`src/rtl/rie_pkg.sv`:
```
package rie_pkg;

  // one request word and one result word
  typedef struct packed {
    logic [1:0]  opcode;
    logic [4:0]  caller_pid;
    logic [1:0]  peer_kind;
    logic [4:0]  peer_pid;
    logic [31:0] msg_handle;
  } req_t;

  typedef struct packed {
    logic [3:0]  status;
    logic        copy_valid;
    logic [31:0] copy_from_handle;
    logic [31:0] copy_to_handle;
    logic [4:0]  source_pid;
    logic        irq_msg;
    logic        wake_valid;
    logic [4:0]  wake_pid;
  } res_t;

  localparam logic [1:0] OP_SEND   = 2'd0;
  localparam logic [1:0] OP_RECV   = 2'd1;
  localparam logic [1:0] OP_NOTIFY = 2'd2;
  localparam logic [1:0] OP_BAD    = 2'd3;

  localparam logic [1:0] PK_PID = 2'd0;
  localparam logic [1:0] PK_ANY = 2'd1;
  localparam logic [1:0] PK_INT = 2'd2;
  localparam logic [1:0] PK_BAD = 2'd3;

  localparam logic [1:0] AW_NONE = 2'd0;
  localparam logic [1:0] AW_PID  = 2'd1;
  localparam logic [1:0] AW_ANY  = 2'd2;
  localparam logic [1:0] AW_INT  = 2'd3;

  localparam logic [3:0] ST_SENT     = 4'd0;
  localparam logic [3:0] ST_QUEUED   = 4'd1;
  localparam logic [3:0] ST_TAKEN    = 4'd2;
  localparam logic [3:0] ST_INT_RCVD = 4'd3;
  localparam logic [3:0] ST_WAITS    = 4'd4;
  localparam logic [3:0] ST_INT_DLVR = 4'd5;
  localparam logic [3:0] ST_INT_REC  = 4'd6;
  localparam logic [3:0] ST_DEADLOCK = 4'd7;
  localparam logic [3:0] ST_INVALID  = 4'd8;

  typedef enum logic [3:0] {
    S_IDLE, S_DEC, S_INT_CHK, S_WK_ISSUE, S_WK_STEP, S_SND_CHK, S_AP_HEADW,
    S_AP_ISSUE, S_AP_STEP, S_RC_TGTW, S_RM_HEADW, S_RM_ISSUE, S_RM_STEP, S_RM_FIN
  } state_t;

  // table read address select
  typedef enum logic [2:0] {
    RA_CALLER, RA_PEER, RA_P, RA_CUR, RA_S
  } ra_t;

  // datapath action chosen by the controller
  typedef enum logic [4:0] {
    A_NOP, A_LATCH, A_INVALID, A_INT_DLVR, A_INT_REC, A_WK_INIT, A_WK_ADV,
    A_DEADLOCK, A_SEND_DLVR, A_SEND_QUEUE, A_AP_INIT, A_AP_ADV, A_AP_LINK,
    A_RCV_INT, A_RCV_WAIT, A_RM_INIT, A_RM_ADV, A_RM_LINK, A_RM_FIN
  } act_t;

  typedef struct packed {
    act_t act;
    ra_t  ra;
  } cmd_t;

  typedef struct packed {
    logic       pid_bad;
    logic [1:0] op;
    logic [1:0] kind;
    logic       caller_busy;
    logic       caller_rcv;
    logic       caller_ipend;
    logic       caller_qhv;
    logic       send_bad;
    logic       recv_bad;
    logic       peer_live;
    logic       p_sending;
    logic       cnt_max;
    logic       tgt_hit;
    logic       int_match;
    logic       snd_match;
    logic       peer_qhv;
    logic       qn_more;
    logic       cur_valid;
    logic       cur_is_s;
    logic       rc_tgt_ok;
  } stat_t;

endpackage

```
`src/rtl/rie_ctrl.sv`:
```
module rie_ctrl
  import rie_pkg::*;
(
  input  logic  clk,
  input  logic  rst,
  input  logic  start,
  input  stat_t st,
  output cmd_t  cmd,
  output logic  busy
);

  state_t state, state_next;

  always_ff @(posedge clk) begin
    if (rst) begin
      state <= S_IDLE;
    end else begin
      state <= state_next;
    end
  end

  // next state
  always_comb begin
    state_next = state;
    case (state)
      S_IDLE: begin
        if (start) state_next = S_DEC;
      end
      S_DEC: begin
        state_next = S_IDLE;
        if (st.pid_bad) begin
          state_next = S_IDLE;
        end else if (st.op == OP_NOTIFY) begin
          if (st.caller_rcv) state_next = S_INT_CHK;
        end else if (st.caller_busy) begin
          state_next = S_IDLE;
        end else if (st.op == OP_SEND) begin
          if (!st.send_bad) state_next = S_WK_ISSUE;
        end else if (!st.recv_bad && !(st.caller_ipend && st.kind != PK_PID)) begin
          if (st.kind == PK_ANY && st.caller_qhv) state_next = S_RM_HEADW;
          if (st.kind == PK_PID && st.peer_live) state_next = S_RC_TGTW;
        end
      end
      S_INT_CHK: state_next = S_IDLE;
      S_WK_ISSUE: state_next = (st.cnt_max || !st.p_sending) ? S_SND_CHK : S_WK_STEP;
      S_WK_STEP: state_next = st.tgt_hit ? S_IDLE : S_WK_ISSUE;
      S_SND_CHK: state_next = (!st.snd_match && st.peer_qhv) ? S_AP_HEADW : S_IDLE;
      S_AP_HEADW: state_next = S_AP_ISSUE;
      S_AP_ISSUE: state_next = S_AP_STEP;
      S_AP_STEP: state_next = (st.qn_more && !st.cnt_max) ? S_AP_ISSUE : S_IDLE;
      S_RC_TGTW: state_next = st.rc_tgt_ok ? S_RM_HEADW : S_IDLE;
      S_RM_HEADW: state_next = S_RM_ISSUE;
      S_RM_ISSUE: state_next = (!st.cur_valid || st.cnt_max) ? S_IDLE : S_RM_STEP;
      S_RM_STEP: state_next = st.cur_is_s ? S_RM_FIN : S_RM_ISSUE;
      S_RM_FIN: state_next = S_IDLE;
      default: state_next = S_IDLE;
    endcase
  end

  // commands
  always_comb begin
    cmd.act = A_NOP;
    cmd.ra  = RA_CALLER;
    case (state)
      S_IDLE: begin
        if (start) cmd.act = A_LATCH;
      end
      S_DEC: begin
        if (st.op == OP_RECV && st.kind == PK_PID) cmd.ra = RA_PEER;
        if (st.pid_bad) begin
          cmd.act = A_INVALID;
        end else if (st.op == OP_NOTIFY) begin
          if (!st.caller_rcv) cmd.act = A_INT_REC;
        end else if (st.caller_busy) begin
          cmd.act = A_INVALID;
        end else if (st.op == OP_SEND) begin
          cmd.act = st.send_bad ? A_INVALID : A_WK_INIT;
        end else if (st.recv_bad) begin
          cmd.act = A_INVALID;
        end else if (st.caller_ipend && st.kind != PK_PID) begin
          cmd.act = A_RCV_INT;
        end else if (st.kind == PK_ANY) begin
          if (!st.caller_qhv) cmd.act = A_RCV_WAIT;
        end else if (st.kind == PK_PID) begin
          if (!st.peer_live) cmd.act = A_RCV_WAIT;
        end else begin
          cmd.act = A_RCV_WAIT;
        end
      end
      S_INT_CHK: cmd.act = st.int_match ? A_INT_DLVR : A_INT_REC;
      S_WK_ISSUE: cmd.ra = (st.cnt_max || !st.p_sending) ? RA_PEER : RA_P;
      S_WK_STEP: cmd.act = st.tgt_hit ? A_DEADLOCK : A_WK_ADV;
      S_SND_CHK: begin
        cmd.ra  = RA_PEER;
        cmd.act = st.snd_match ? A_SEND_DLVR : A_SEND_QUEUE;
      end
      S_AP_HEADW: cmd.act = A_AP_INIT;
      S_AP_ISSUE: cmd.ra = RA_P;
      S_AP_STEP: cmd.act = (st.qn_more && !st.cnt_max) ? A_AP_ADV : A_AP_LINK;
      S_RC_TGTW: cmd.act = st.rc_tgt_ok ? A_NOP : A_RCV_WAIT;
      S_RM_HEADW: cmd.act = A_RM_INIT;
      S_RM_ISSUE: begin
        cmd.ra = RA_CUR;
        if (!st.cur_valid || st.cnt_max) cmd.act = A_RCV_WAIT;
      end
      S_RM_STEP: begin
        cmd.ra  = RA_S;
        cmd.act = st.cur_is_s ? A_RM_LINK : A_RM_ADV;
      end
      S_RM_FIN: cmd.act = A_RM_FIN;
      default: cmd.act = A_NOP;
    endcase
  end

  assign busy = (state != S_IDLE);

endmodule

```
`src/rtl/rie_dp.sv`:
```
module rie_dp
  import rie_pkg::*;
#(
  parameter int MAX_PROCS   = 32,
  parameter int HANDLE_BITS = 32
) (
  input  logic       clk,
  input  logic       rst,
  input  req_t       req,
  input  cmd_t       cmd,
  output stat_t      st,
  output logic       done,
  output res_t       result,
  input  logic       cfg_valid,
  output logic       cfg_ready,
  input  logic [5:0] cfg_data
);

  localparam int PW = $clog2(MAX_PROCS);
  localparam int IW = (PW > 5) ? PW : 5;
  localparam int CW = $clog2(MAX_PROCS + 1);
  localparam int HW = (HANDLE_BITS < 32) ? HANDLE_BITS : 32;

  req_t            rq;
  logic [5:0]      live;
  logic [IW-1:0]   caller_x, peer_x;
  logic [PW-1:0]   ci, pi;
  logic [HW-1:0]   h;
  logic            peer_oob;

  // per-process flags
  logic [MAX_PROCS-1:0] snd, rcv, ipend, qhv;

  // walk registers
  logic [PW-1:0] p, cur, prev, s;
  logic [CW-1:0] cnt;
  logic          cur_valid, has_prev;

  // tables
  logic [PW-1:0] tgt_mem [MAX_PROCS];
  logic [PW+1:0] awk_mem [MAX_PROCS];
  logic [HW-1:0] buf_mem [MAX_PROCS];
  logic [PW-1:0] qh_mem  [MAX_PROCS];
  logic [PW:0]   qn_mem  [MAX_PROCS];

  logic [PW-1:0] tgt_q, qh_q;
  logic [PW+1:0] awk_q;
  logic [HW-1:0] buf_q;
  logic [PW:0]   qn_q;
  logic [PW-1:0] ra_addr;

  logic          tgt_we, awk_we, buf_we, qh_we, qn_we;
  logic [PW-1:0] tgt_wa, awk_wa, buf_wa, qh_wa, qn_wa;
  logic [PW-1:0] tgt_wd, qh_wd;
  logic [PW+1:0] awk_wd;
  logic [HW-1:0] buf_wd;
  logic [PW:0]   qn_wd;
  logic [1:0]    aw_code;

  logic          term;
  res_t          res_next;

  assign caller_x  = IW'(rq.caller_pid);
  assign peer_x    = IW'(rq.peer_pid);
  assign ci        = caller_x[PW-1:0];
  assign pi        = peer_x[PW-1:0];
  assign h         = HW'(rq.msg_handle);
  assign peer_oob  = (32'(rq.peer_pid) >= MAX_PROCS);
  assign cfg_ready = 1'b1;

  // status toward the controller
  always_comb begin
    st.pid_bad      = (32'(rq.caller_pid) >= MAX_PROCS) || (rq.opcode == OP_BAD);
    st.op           = rq.opcode;
    st.kind         = rq.peer_kind;
    st.caller_busy  = snd[ci] | rcv[ci];
    st.caller_rcv   = rcv[ci];
    st.caller_ipend = ipend[ci];
    st.caller_qhv   = qhv[ci];
    st.send_bad     = (rq.peer_kind != PK_PID) || (rq.peer_pid == rq.caller_pid) || peer_oob;
    st.recv_bad     = (rq.peer_kind == PK_BAD) ||
                      ((rq.peer_kind == PK_PID) && ((rq.peer_pid == rq.caller_pid) || peer_oob));
    st.peer_live    = ({1'b0, rq.peer_pid} < live);
    st.p_sending    = snd[p];
    st.cnt_max      = (cnt == CW'(MAX_PROCS));
    st.tgt_hit      = (tgt_q == ci);
    st.int_match    = (awk_q[PW+1:PW] == AW_ANY) || (awk_q[PW+1:PW] == AW_INT);
    st.snd_match    = rcv[pi] && ((awk_q[PW+1:PW] == AW_ANY) ||
                      ((awk_q[PW+1:PW] == AW_PID) && (awk_q[PW-1:0] == ci)));
    st.peer_qhv     = qhv[pi];
    st.qn_more      = qn_q[PW];
    st.cur_valid    = cur_valid;
    st.cur_is_s     = (cur == s);
    st.rc_tgt_ok    = snd[pi] && (tgt_q == ci);
  end

  // read address
  always_comb begin
    case (cmd.ra)
      RA_CALLER: ra_addr = ci;
      RA_PEER:   ra_addr = pi;
      RA_P:      ra_addr = p;
      RA_CUR:    ra_addr = cur;
      RA_S:      ra_addr = s;
      default:   ra_addr = ci;
    endcase
  end

  always_comb begin
    case (rq.peer_kind)
      PK_PID:  aw_code = AW_PID;
      PK_ANY:  aw_code = AW_ANY;
      default: aw_code = AW_INT;
    endcase
  end

  // table writes
  always_comb begin
    tgt_we = 1'b0; tgt_wa = ci; tgt_wd = pi;
    buf_we = 1'b0; buf_wa = ci; buf_wd = h;
    awk_we = 1'b0; awk_wa = ci;
    awk_wd = {aw_code, (rq.peer_kind == PK_PID) ? pi : {PW{1'b0}}};
    qh_we  = 1'b0; qh_wa  = pi; qh_wd  = ci;
    qn_we  = 1'b0; qn_wa  = ci; qn_wd  = '0;
    case (cmd.act)
      A_SEND_QUEUE: begin
        tgt_we = 1'b1;
        buf_we = 1'b1;
        qn_we  = 1'b1;
        qh_we  = !qhv[pi];
      end
      A_RCV_WAIT: begin
        buf_we = 1'b1;
        awk_we = 1'b1;
      end
      A_AP_LINK: begin
        qn_we = 1'b1;
        qn_wa = p;
        qn_wd = {1'b1, ci};
      end
      A_RM_LINK: begin
        if (has_prev) begin
          qn_we = 1'b1;
          qn_wa = prev;
          qn_wd = qn_q;
        end else begin
          qh_we = 1'b1;
          qh_wa = ci;
          qh_wd = qn_q[PW-1:0];
        end
      end
      A_RM_FIN: begin
        qn_we = 1'b1;
        qn_wa = s;
      end
      default: ;
    endcase
  end

  always_ff @(posedge clk) begin
    if (tgt_we) tgt_mem[tgt_wa] <= tgt_wd;
    if (awk_we) awk_mem[awk_wa] <= awk_wd;
    if (buf_we) buf_mem[buf_wa] <= buf_wd;
    if (qh_we)  qh_mem[qh_wa]   <= qh_wd;
    if (qn_we)  qn_mem[qn_wa]   <= qn_wd;
    tgt_q <= tgt_mem[ra_addr];
    awk_q <= awk_mem[ra_addr];
    buf_q <= buf_mem[ra_addr];
    qh_q  <= qh_mem[ra_addr];
    qn_q  <= qn_mem[ra_addr];
  end

  // flags, config and result strobe
  always_ff @(posedge clk) begin
    if (rst) begin
      snd   <= '0;
      rcv   <= '0;
      ipend <= '0;
      qhv   <= '0;
      live  <= '0;
      done  <= 1'b0;
    end else begin
      done <= term;
      if (cfg_valid) live <= cfg_data;
      case (cmd.act)
        A_INT_DLVR: begin
          rcv[ci]   <= 1'b0;
          ipend[ci] <= 1'b0;
        end
        A_INT_REC:   ipend[ci] <= 1'b1;
        A_SEND_DLVR: rcv[pi] <= 1'b0;
        A_SEND_QUEUE: begin
          snd[ci] <= 1'b1;
          qhv[pi] <= 1'b1;
        end
        A_RCV_INT:  ipend[ci] <= 1'b0;
        A_RCV_WAIT: rcv[ci] <= 1'b1;
        A_RM_LINK: begin
          if (!has_prev) qhv[ci] <= qn_q[PW];
        end
        A_RM_FIN: snd[s] <= 1'b0;
        default: ;
      endcase
    end
  end

  // request and walk registers
  always_ff @(posedge clk) begin
    case (cmd.act)
      A_LATCH: rq <= req;
      A_WK_INIT: begin
        p   <= pi;
        cnt <= '0;
      end
      A_WK_ADV: begin
        p   <= tgt_q;
        cnt <= cnt + CW'(1);
      end
      A_AP_INIT: begin
        p   <= qh_q;
        cnt <= '0;
      end
      A_AP_ADV: begin
        p   <= qn_q[PW-1:0];
        cnt <= cnt + CW'(1);
      end
      A_RM_INIT: begin
        cur       <= qh_q;
        cur_valid <= qhv[ci];
        s         <= (rq.peer_kind == PK_ANY) ? qh_q : pi;
        has_prev  <= 1'b0;
        cnt       <= '0;
      end
      A_RM_ADV: begin
        prev      <= cur;
        has_prev  <= 1'b1;
        cur       <= qn_q[PW-1:0];
        cur_valid <= qn_q[PW];
        cnt       <= cnt + CW'(1);
      end
      default: ;
    endcase
  end

  // result word
  always_comb begin
    res_next = '0;
    term     = 1'b1;
    case (cmd.act)
      A_INVALID:  res_next.status = ST_INVALID;
      A_INT_REC:  res_next.status = ST_INT_REC;
      A_DEADLOCK: res_next.status = ST_DEADLOCK;
      A_RCV_WAIT: res_next.status = ST_WAITS;
      A_AP_LINK:  res_next.status = ST_QUEUED;
      A_SEND_QUEUE: begin
        res_next.status = ST_QUEUED;
        term            = !qhv[pi];
      end
      A_INT_DLVR: begin
        res_next.status         = ST_INT_DLVR;
        res_next.copy_valid     = 1'b1;
        res_next.copy_to_handle = 32'(buf_q);
        res_next.irq_msg        = 1'b1;
        res_next.wake_valid     = 1'b1;
        res_next.wake_pid       = rq.caller_pid;
      end
      A_SEND_DLVR: begin
        res_next.status           = ST_SENT;
        res_next.copy_valid       = 1'b1;
        res_next.copy_from_handle = 32'(h);
        res_next.copy_to_handle   = 32'(buf_q);
        res_next.source_pid       = rq.caller_pid;
        res_next.wake_valid       = 1'b1;
        res_next.wake_pid         = rq.peer_pid;
      end
      A_RCV_INT: begin
        res_next.status         = ST_INT_RCVD;
        res_next.copy_valid     = 1'b1;
        res_next.copy_to_handle = 32'(h);
        res_next.irq_msg        = 1'b1;
      end
      A_RM_FIN: begin
        res_next.status           = ST_TAKEN;
        res_next.copy_valid       = 1'b1;
        res_next.copy_from_handle = 32'(buf_q);
        res_next.copy_to_handle   = 32'(h);
        res_next.source_pid       = 5'(s);
        res_next.wake_valid       = 1'b1;
        res_next.wake_pid         = 5'(s);
      end
      default: term = 1'b0;
    endcase
  end

  always_ff @(posedge clk) begin
    if (term) result <= res_next;
  end

`ifndef SYNTH
  // a process never blocks as sender and receiver at once
  a_not_both: assert property (@(posedge clk) disable iff (rst) (snd & rcv) == '0)
    else $error("process both sending and receiving");
  // only defined status codes leave the block
  a_res_code: assert property (@(posedge clk) disable iff (rst)
    done |-> (result.status <= ST_INVALID))
    else $error("undefined status code");
  // an interrupt message is a copy with no source buffer
  a_irq_copy: assert property (@(posedge clk) disable iff (rst)
    (done && result.irq_msg) |-> (result.copy_valid && (result.copy_from_handle == '0)))
    else $error("interrupt message without proper copy");
`endif

endmodule

```
`src/rtl/rendezvous_ipc_engine.sv`:
```
// Simple requests need no walk; a send walks the deadlock chain and the receiver's
// sender queue, and a receive that unlinks a named sender walks the receiver's queue.
// Each walk step is one registered table read, in an issue state and a step state.
// One request at a time; a new one is taken the cycle done is high.
// Reset clears all process flags, queue-head valid bits and the live process count.
// done pulses one cycle with the result word; the receiver cannot stall.
module rendezvous_ipc_engine
  import rie_pkg::*;
#(
  parameter int MAX_PROCS   = 32,
  parameter int HANDLE_BITS = 32
) (
  input  logic       clk,
  input  logic       rst,
  input  logic       start,
  output logic       busy,
  input  req_t       req,
  output logic       done,
  output res_t       result,
  input  logic       cfg_valid,
  output logic       cfg_ready,
  input  logic [5:0] cfg_data
);

  cmd_t  cmd;
  stat_t st;

  rie_ctrl u_ctrl (
    .clk   (clk),
    .rst   (rst),
    .start (start),
    .st    (st),
    .cmd   (cmd),
    .busy  (busy)
  );

  rie_dp #(
    .MAX_PROCS   (MAX_PROCS),
    .HANDLE_BITS (HANDLE_BITS)
  ) u_dp (
    .clk       (clk),
    .rst       (rst),
    .req       (req),
    .cmd       (cmd),
    .st        (st),
    .done      (done),
    .result    (result),
    .cfg_valid (cfg_valid),
    .cfg_ready (cfg_ready),
    .cfg_data  (cfg_data)
  );

`ifndef SYNTH
  a_done_idle: assert property (@(posedge clk) disable iff (rst) done |-> !busy)
    else $error("result shown while busy");
  a_take_busy: assert property (@(posedge clk) disable iff (rst) (start && !busy) |=> busy)
    else $error("accepted word did not start work");
  a_one_done: assert property (@(posedge clk) disable iff (rst) done |=> !done)
    else $error("two results in a row");
`endif

endmodule

```
`config.mk`:
```
export PLATFORM = sky130hd
export DESIGN_NAME = rendezvous_ipc_engine
export DESIGN_NICKNAME = d
export VERILOG_FILES = /design/src/rtl/rie_pkg.sv /design/src/rtl/rie_ctrl.sv /design/src/rtl/rie_dp.sv /design/src/rtl/rendezvous_ipc_engine.sv
export SDC_FILE = /design/constraint.sdc
export NUM_CORES = 2
export LEC_CHECK = 0
export BUFFER_PORTS_ARGS = -buffer_cell sky130_fd_sc_hd__buf_2
export CORE_MARGIN = 3
export CORE_UTILIZATION = 45
export CTS_CLUSTER_DIAMETER = 80
export DETAILED_ROUTE_END_ITERATION = 16
export PLACE_DENSITY = 0.68
export SLEW_MARGIN = 15
export SYNTH_ARGS = -nofsm -noshare
export SYNTH_HDL_FRONTEND = slang
export SYNTH_SLANG_ARGS = --single-unit
```
`constraint.sdc`:
```
create_clock -name clk -period 7.6 [get_ports clk]
set_clock_uncertainty 0.2 [all_clocks]
set_input_delay 1.52 -clock clk [delete_from_list [all_inputs] [get_ports clk]]
set_output_delay 1.52 -clock clk [all_outputs]
set_load 0.01 [all_outputs]
```
== After elaboration in Yosys (flattened, before gate mapping) ==
Memories as Yosys holds them, arrays and structs flattened. A register that Yosys moved wholly into a read port is not among the register bits.
Cells that the tools add are included.

* Bitwise operators: 12
* Equality and inequality tests: 50
* Order comparisons: 8
* Reduce and logical (&&, ||, !) cells: 50
* Muxes and demuxes: 112
* $add $sub $neg: 1

{| class="wikitable"
|+ Operators with widths
! operator !! number
|-
| $pmux 32 s2 || 5
|-
| $and 32x32->32 || 4
|-
| $or 32x32->32 || 4
|-
| $not 32->32 || 3
|-
| $pmux 32 s3 || 1
|-
| $mux 5 || 15
|-
| $pmux 5 s12 || 1
|-
| $mux 4 || 14
|-
| $pmux 4 s12 || 1
|-
| $bmux 1 s5 || 8
|-
| $eq 5x4->1 const B || 8
|-
| $pmux 5 s4 || 2
|-
| $mux 1 || 34
|-
| $bwmux 32 || 1
|-
| $mux 32 || 1
|-
| $pmux 4 s8 || 1
|-
| $eq 4x4->1 const B || 6
|-
| $lt 5x6->1 const B || 4
|-
| $pmux 6 s2 || 2
|-
| $mux 3 || 7
|-
| $eq 5x3->1 const B || 4
|-
| $eq 5x5->1 || 4
|-
| $pmux 5 s2 || 2
|-
| $pmux 3 s6 || 1
|-
| 37 further kinds || 100
|}

* Register bits after elaboration: 294
* Memories: 5
* Output and inout port bits: 84
* Logic and storage cells: 265
* RAM bits: 1760

{| class="wikitable"
|+ Memories
! name !! depth !! width !! read ports !! clocked after Yosys merged registers in !! write ports !! RTL line !! RTL
|-
| u_dp.buf_mem || 32 || 32 || 1 || 1 || 1 || rie_dp.sv:42 || <nowiki>logic [HW-1:0] buf_mem [MAX_PROCS];</nowiki>
|-
| u_dp.awk_mem || 32 || 7 || 1 || 1 || 1 || rie_dp.sv:41 || <nowiki>logic [PW+1:0] awk_mem [MAX_PROCS];</nowiki>
|-
| u_dp.qn_mem || 32 || 6 || 1 || 1 || 1 || rie_dp.sv:44 || <nowiki>logic [PW:0] qn_mem [MAX_PROCS];</nowiki>
|-
| u_dp.qh_mem || 32 || 5 || 1 || 1 || 1 || rie_dp.sv:43 || <nowiki>logic [PW-1:0] qh_mem [MAX_PROCS];</nowiki>
|-
| u_dp.tgt_mem || 32 || 5 || 1 || 1 || 1 || rie_dp.sv:40 || <nowiki>logic [PW-1:0] tgt_mem [MAX_PROCS];</nowiki>
|}

== Depth between registers and ports, before layout ==
* Depth in word-level cells: 16
* Depth in mapped cells: 16
* Mapped depth without buffers: 12

== By module ==
A second synthesis with hierarchy kept.

* Cell total of the unflattened synthesis: 6177
* Area total of the unflattened synthesis: 85184.2 µm²

{| class="wikitable"
|+ By module, submodules not included
! module !! area an instance (µm²) !! cells each !! seq. area each (µm²) !! times used
|-
| rie_dp || 84319.6 || 6052 || 61308.8 || 1
|-
| rie_ctrl || 864.6 || 125 || 80.1 || 1
|}

== Worst setup path before layout ==
Ideal clock, no wire load.

* Path kind: input-to-reg
* Start point: in start
* End point: reg, netlist name u_dp.result[0]
* Buffers on the path: 0
* Stages on the path: 8
* Data arrival time: 5.811 ns
* Required time: 6.228 ns
* Library setup time: 1.172 ns
* Setup slack: 0.417 ns
* Path through: and3_1 nor2_1 and4b_1 o311ai_2 a21o_1 nor4_2 and3b_1 nand4_1

* Cells in the longest elaborated chain, start to end: 5
* Elaborated cells between the ends (all ways): 14
* Those cells by class: eq/ne: 10; mux: 3; reduce/logical: 1

{| class="wikitable"
|+ Ends and longest elaborated chain
! item !! RTL line !! RTL
|-
| start: declaration || rendezvous_ipc_engine.sv:15 || <nowiki>input logic start,</nowiki>
|-
| $mux 1 * || rie_ctrl.sv:66 || <nowiki>if (start) cmd.act = A_LATCH;</nowiki>
|-
| $pmux 5 s12 * || rie_ctrl.sv:64 || <nowiki>case (state)</nowiki>
|-
| $eq 5x4->1, or another cell as far along || rie_dp.sv:249 || <nowiki>case (cmd.act)</nowiki>
|-
| $reduce_or 9->1 (no source line) || - ||
|-
| $pmux 1 s2 * || rie_dp.sv:249 ||
|-
| net u_dp.term || rie_dp.sv:60 || <nowiki>logic term;</nowiki>
|}

Mark *: on every way through the listed nets, which the timed path passes. The rest lies on a longest branch.
A chain may end at the register's enable or synchronous reset.

== Worst setup path in the final report ==
* Start point: reg u_dp.rq, in the netlist u_dp.awk_wa[1]
* End point: reg, netlist name u_dp.result[74]

* Cells in the longest elaborated chain, start to end: 14
* Elaborated cells between the ends (all ways): 46
* Those cells by class: eq/ne: 13; mux: 23; bitwise: 1; reduce/logical: 9

{| class="wikitable"
|+ Ends and longest elaborated chain
! item !! RTL line !! RTL
|-
| start: declaration || rie_dp.sv:24 || <nowiki>req_t rq;</nowiki>
|-
| start signal: assignment || rie_dp.sv:210 || <nowiki>A_LATCH: rq <= req;</nowiki>
|-
| $bmux 1 s5 || rie_dp.sv:79 || <nowiki>st.caller_qhv = qhv[ci];</nowiki>
|-
| $mux 1 (implied by the code) || rie_dp.sv:79 ||
|-
| $mux 4 || rie_ctrl.sv:83 || <nowiki>if (!st.caller_qhv) cmd.act = A_RCV_WAIT;</nowiki>
|-
| $mux 5 || rie_ctrl.sv:82 || <nowiki>end else if (st.kind == PK_ANY) begin</nowiki>
|-
| $mux 5 || rie_ctrl.sv:80 || <nowiki>end else if (st.caller_ipend && st.kind != PK_PID) begin</nowiki>
|-
| $mux 5 || rie_ctrl.sv:78 || <nowiki>end else if (st.recv_bad) begin</nowiki>
|-
| $mux 5 || rie_ctrl.sv:76 || <nowiki>end else if (st.op == OP_SEND) begin</nowiki>
|-
| $mux 5 || rie_ctrl.sv:74 || <nowiki>end else if (st.caller_busy) begin</nowiki>
|-
| $mux 5 || rie_ctrl.sv:72 || <nowiki>end else if (st.op == OP_NOTIFY) begin</nowiki>
|-
| $mux 5 || rie_ctrl.sv:70 || <nowiki>if (st.pid_bad) begin</nowiki>
|-
| $pmux 5 s12 * || rie_ctrl.sv:64 ||
|-
| $eq 5x4->1, or another cell as far along || rie_dp.sv:249 ||
|-
| $reduce_or 9->1 (no source line) || - ||
|-
| $pmux 1 s2 * || rie_dp.sv:249 ||
|-
| net u_dp.term || rie_dp.sv:60 ||
|}

Mark *: on every way through the listed nets, which the timed path passes. The rest lies on a longest branch. The select of a mux whose other input is x is not followed.

==> impl_metrics.ini <==
[grt]
grt_start_max_net_pins = 192
grt_antenna_before_repair = 5
grt_usage_pct = 24.2
grt_pass1_wl_um = 363000
gr-total-overflow = 0
first_global_vias = 54139

[routing]
drc = 0
ant_nets = 0
routed_via_density = 6.28
wl_per_cell_um = 27.6
drtIter0Drc = 7144
route.vias.total = 56287
wl_um = 247000
dr.pass1.iters = 8

[clocking]
ctsResizeCount = 0
clock_sinks = 2109
cts_root_buf = clkbuf_16
clk_pin_slew_ns = 0.06
worstSkewPairLatency_ns = 0.85
cts_max_path_buffers = 3
postCtsSetupBuffers = 0
cts_made_buffers = 209
h-tree-depth = 4
hold_buffers = 0
cts_tree = yes

[floorplanning]
core_area_sq_um = 193000
die_x_um = 447
num_io_pins = 140
fp.dieH_um = 447
start_util_pct = 45.4
rows = 161
die_area_sq_um = 200000

[power]
p_per_area_nw_per_um2 = 260
ir_worst_vdd_mv = 0.205
p_leak_nw = 32.2

[sta]
fin_crit_sh_pct = 84.4
fin_setup_tns_ns = 0
fmax_mhz = 156
finalHoldViolations = 0
tightestPinTransition_ns = 1.26
drv_slew = 0
holdWs_ns = 0.295
finalCriticalPeriod_ns = 6.41
setup_viol = 0
slew_headroom_pct = 15.7
rsz0062_at_grt = false

[final_layout]
area_growth_syn_to_layout_pct = 11.9
layout_commonest_cell = edfxtp_1
utilization_pct = 50.7
nFillCells = 15918
nNetsFinal = 6318
final_cells = 8964
layout_common_cells = edfxtp_1 (1915), nand2_1 (879), a21oi_1 (401)
final_layout_size_suffix_gt1_share_pct = 17.0

[setup_path]
startpoint_type = flip-flop
crit_arrival_ns = 6.69
cp_max_fo = 43
endpoint_kind = flip-flop
cp.required_ns = 7.87
setup.worst_path.class = flip-flop to flip-flop

[synth]
syn-cell-area_sq_um = 87500
synth_flop_cell = edfxtp_1
synth.net_count = 6316
ys_types = 109
synth_edf_count = 1915
syn-instance-count = 6254
synth_seq_cells = 2109
ys_async_sr_fraction_pct = 0
ys_warn_count = 0
syn-mean-instance-area_sq_um = 14.0
seq_area_frac_synth_pct = 70.1

[outcome]
outcome = completed

[placed_design]
gp_congestion = 0.982
io_buffers = 138
place_hpwl_um = 146000
placedCellCount = 8557

[worst_hold_path]
hold_class = flip-flop to flip-flop

[flow_run]
drv_cap = 0
cells in the mapped netlist (all sizes together) (9+ instances only):
cell type,count,share of area [%]
a31oi,136,0.97
or2,12,0.086
dfxtp,194,4.4
o22ai,58,0.42
nand3b,9,0.077
a211oi,387,3.6
and3,332,2.5
nand4,9,0.064
buf,141,0.94
a31o,57,0.57
o221ai,55,0.79
o21ai,17,0.097
inv,31,0.13
mux4,61,1.6
dlygate4sd1,13,0.13
a2111oi,54,0.69
o221a,32,0.41
edfxtp,1915,66
and2,13,0.097
nor2b,11,0.079
a22o,138,1.4
nand2b,17,0.12
xor2,9,0.090
o31ai,36,0.32
nor3b,9,0.077
mux2,10,0.13
nor2,291,1.2
nand2,885,3.8
xnor2,17,0.17
nor3,85,0.73
nand3,22,0.13
a32o,56,0.64
o21a,36,0.31
a21oi,433,2.5
a22oi,137,1.2
clkbuf,344,1.6
mux2i,81,0.93
per-layer routing:
layer | vias to the layer above | part of all wire [%] | track usage (%)
li1 | 24404 | - | -
met1 | 28258 | 40 | 33.6
met2 | 3074 | 46 | 37.5
met3 | 549 | 9.5 | 5.02
met4 | 2 | 4.2 | 9.64
met5 | - | 0.0044 | 0
sequential cells by signal, summed over array words and instances, names as in the netlist, 6 cells and up, named ones only:
| register | flops |
|---|---|
| u_dp.buf_mem | 1024 |
| u_dp.awk_mem | 224 |
| u_dp.qn_mem | 192 |
| u_dp.qh_mem | 160 |
| u_dp.tgt_mem | 160 |
| u_dp.result | 81 |
| u_dp.buf_q | 32 |
| u_dp.buf_wd | 32 |
| u_dp.qhv | 32 |
| u_dp.rcv | 32 |
| u_dp.snd | 32 |
| u_dp.awk_q | 7 |
| u_dp.cnt | 6 |
| u_dp.live | 6 |
| u_dp.qn_q | 6 |
kinds of logic after synthesis:
family | synth area share (%)
adder cells (fa/ha/maj) | 0.0858
buffers and inverters | 3.03
multiplexers | 2.63
flip-flops | 70.1
AO/OA/AOI/OAI | 14.5
XOR/XNOR | 0.260
AND/OR/NAND/NOR | 9.36
other | 0.00428
cell type report:
cell class | count | area [sq um] | area share [%]
clock inverter | 116 | 1280 | 1.31
multi-input combinational | 3605 | 24100 | 24.6
clock buffer | 274 | 5700 | 5.82
inverter | 33 | 124 | 0.126
sequential | 2109 | 61400 | 62.7
antenna | 3 | 7.51 | 0.00767
timing repair buffer | 298 | 2200 | 2.25
tap | 2526 | 3160 | 3.23
power by group:
part | leakage [nW] | internal (mW) | switching (mW)
clock network | 3.39 | 5.90 | 4.51
logic | 10.1 | 0.624 | 1.37
registers | 18.7 | 12.8 | 0.221
final timing paths:
path              slack [ns]            from  depth (start not counted)         endpoint
hold reg to reg         0.30    u_dp.live[2]                          2     u_dp.live[2]
hold / removal          0.30    u_dp.live[2]                          2     u_dp.live[2]
setup reg to reg        1.19  u_dp.awk_wa[1]                         13  u_dp.result[74]
setup / recovery        1.19  u_dp.awk_wa[1]                         13  u_dp.result[74]
metrics by stage:
step	area, sq um	total power [mW]	worst slack, ns
3_5_place_dp	90700	15.3	1.43
3_3_place_gp	90700	15.2	1.43
5_1_grt	97900	26.3	0.994
4_1_cts	97700	25.6	1.41
2_1_floorplan	87500	14.5	0.417
6_report	97900	25.5	1.19
critical path, stage by stage, from the launching register on:
cell      delay, ns
edfxtp_1       0.69
buf_4          0.61
mux4_2         0.41
a22o_1         0.28
a221oi_1       0.63
nand2_1        0.31
a21oi_1        0.26
nand2_1        0.15
nor4_4         0.28
buf_4          0.44
and3b_1        0.27
nand4_1        0.36
buf_4          0.52
buf_4          0.52
Note: power is estimated with default switching activity, not from simulation.
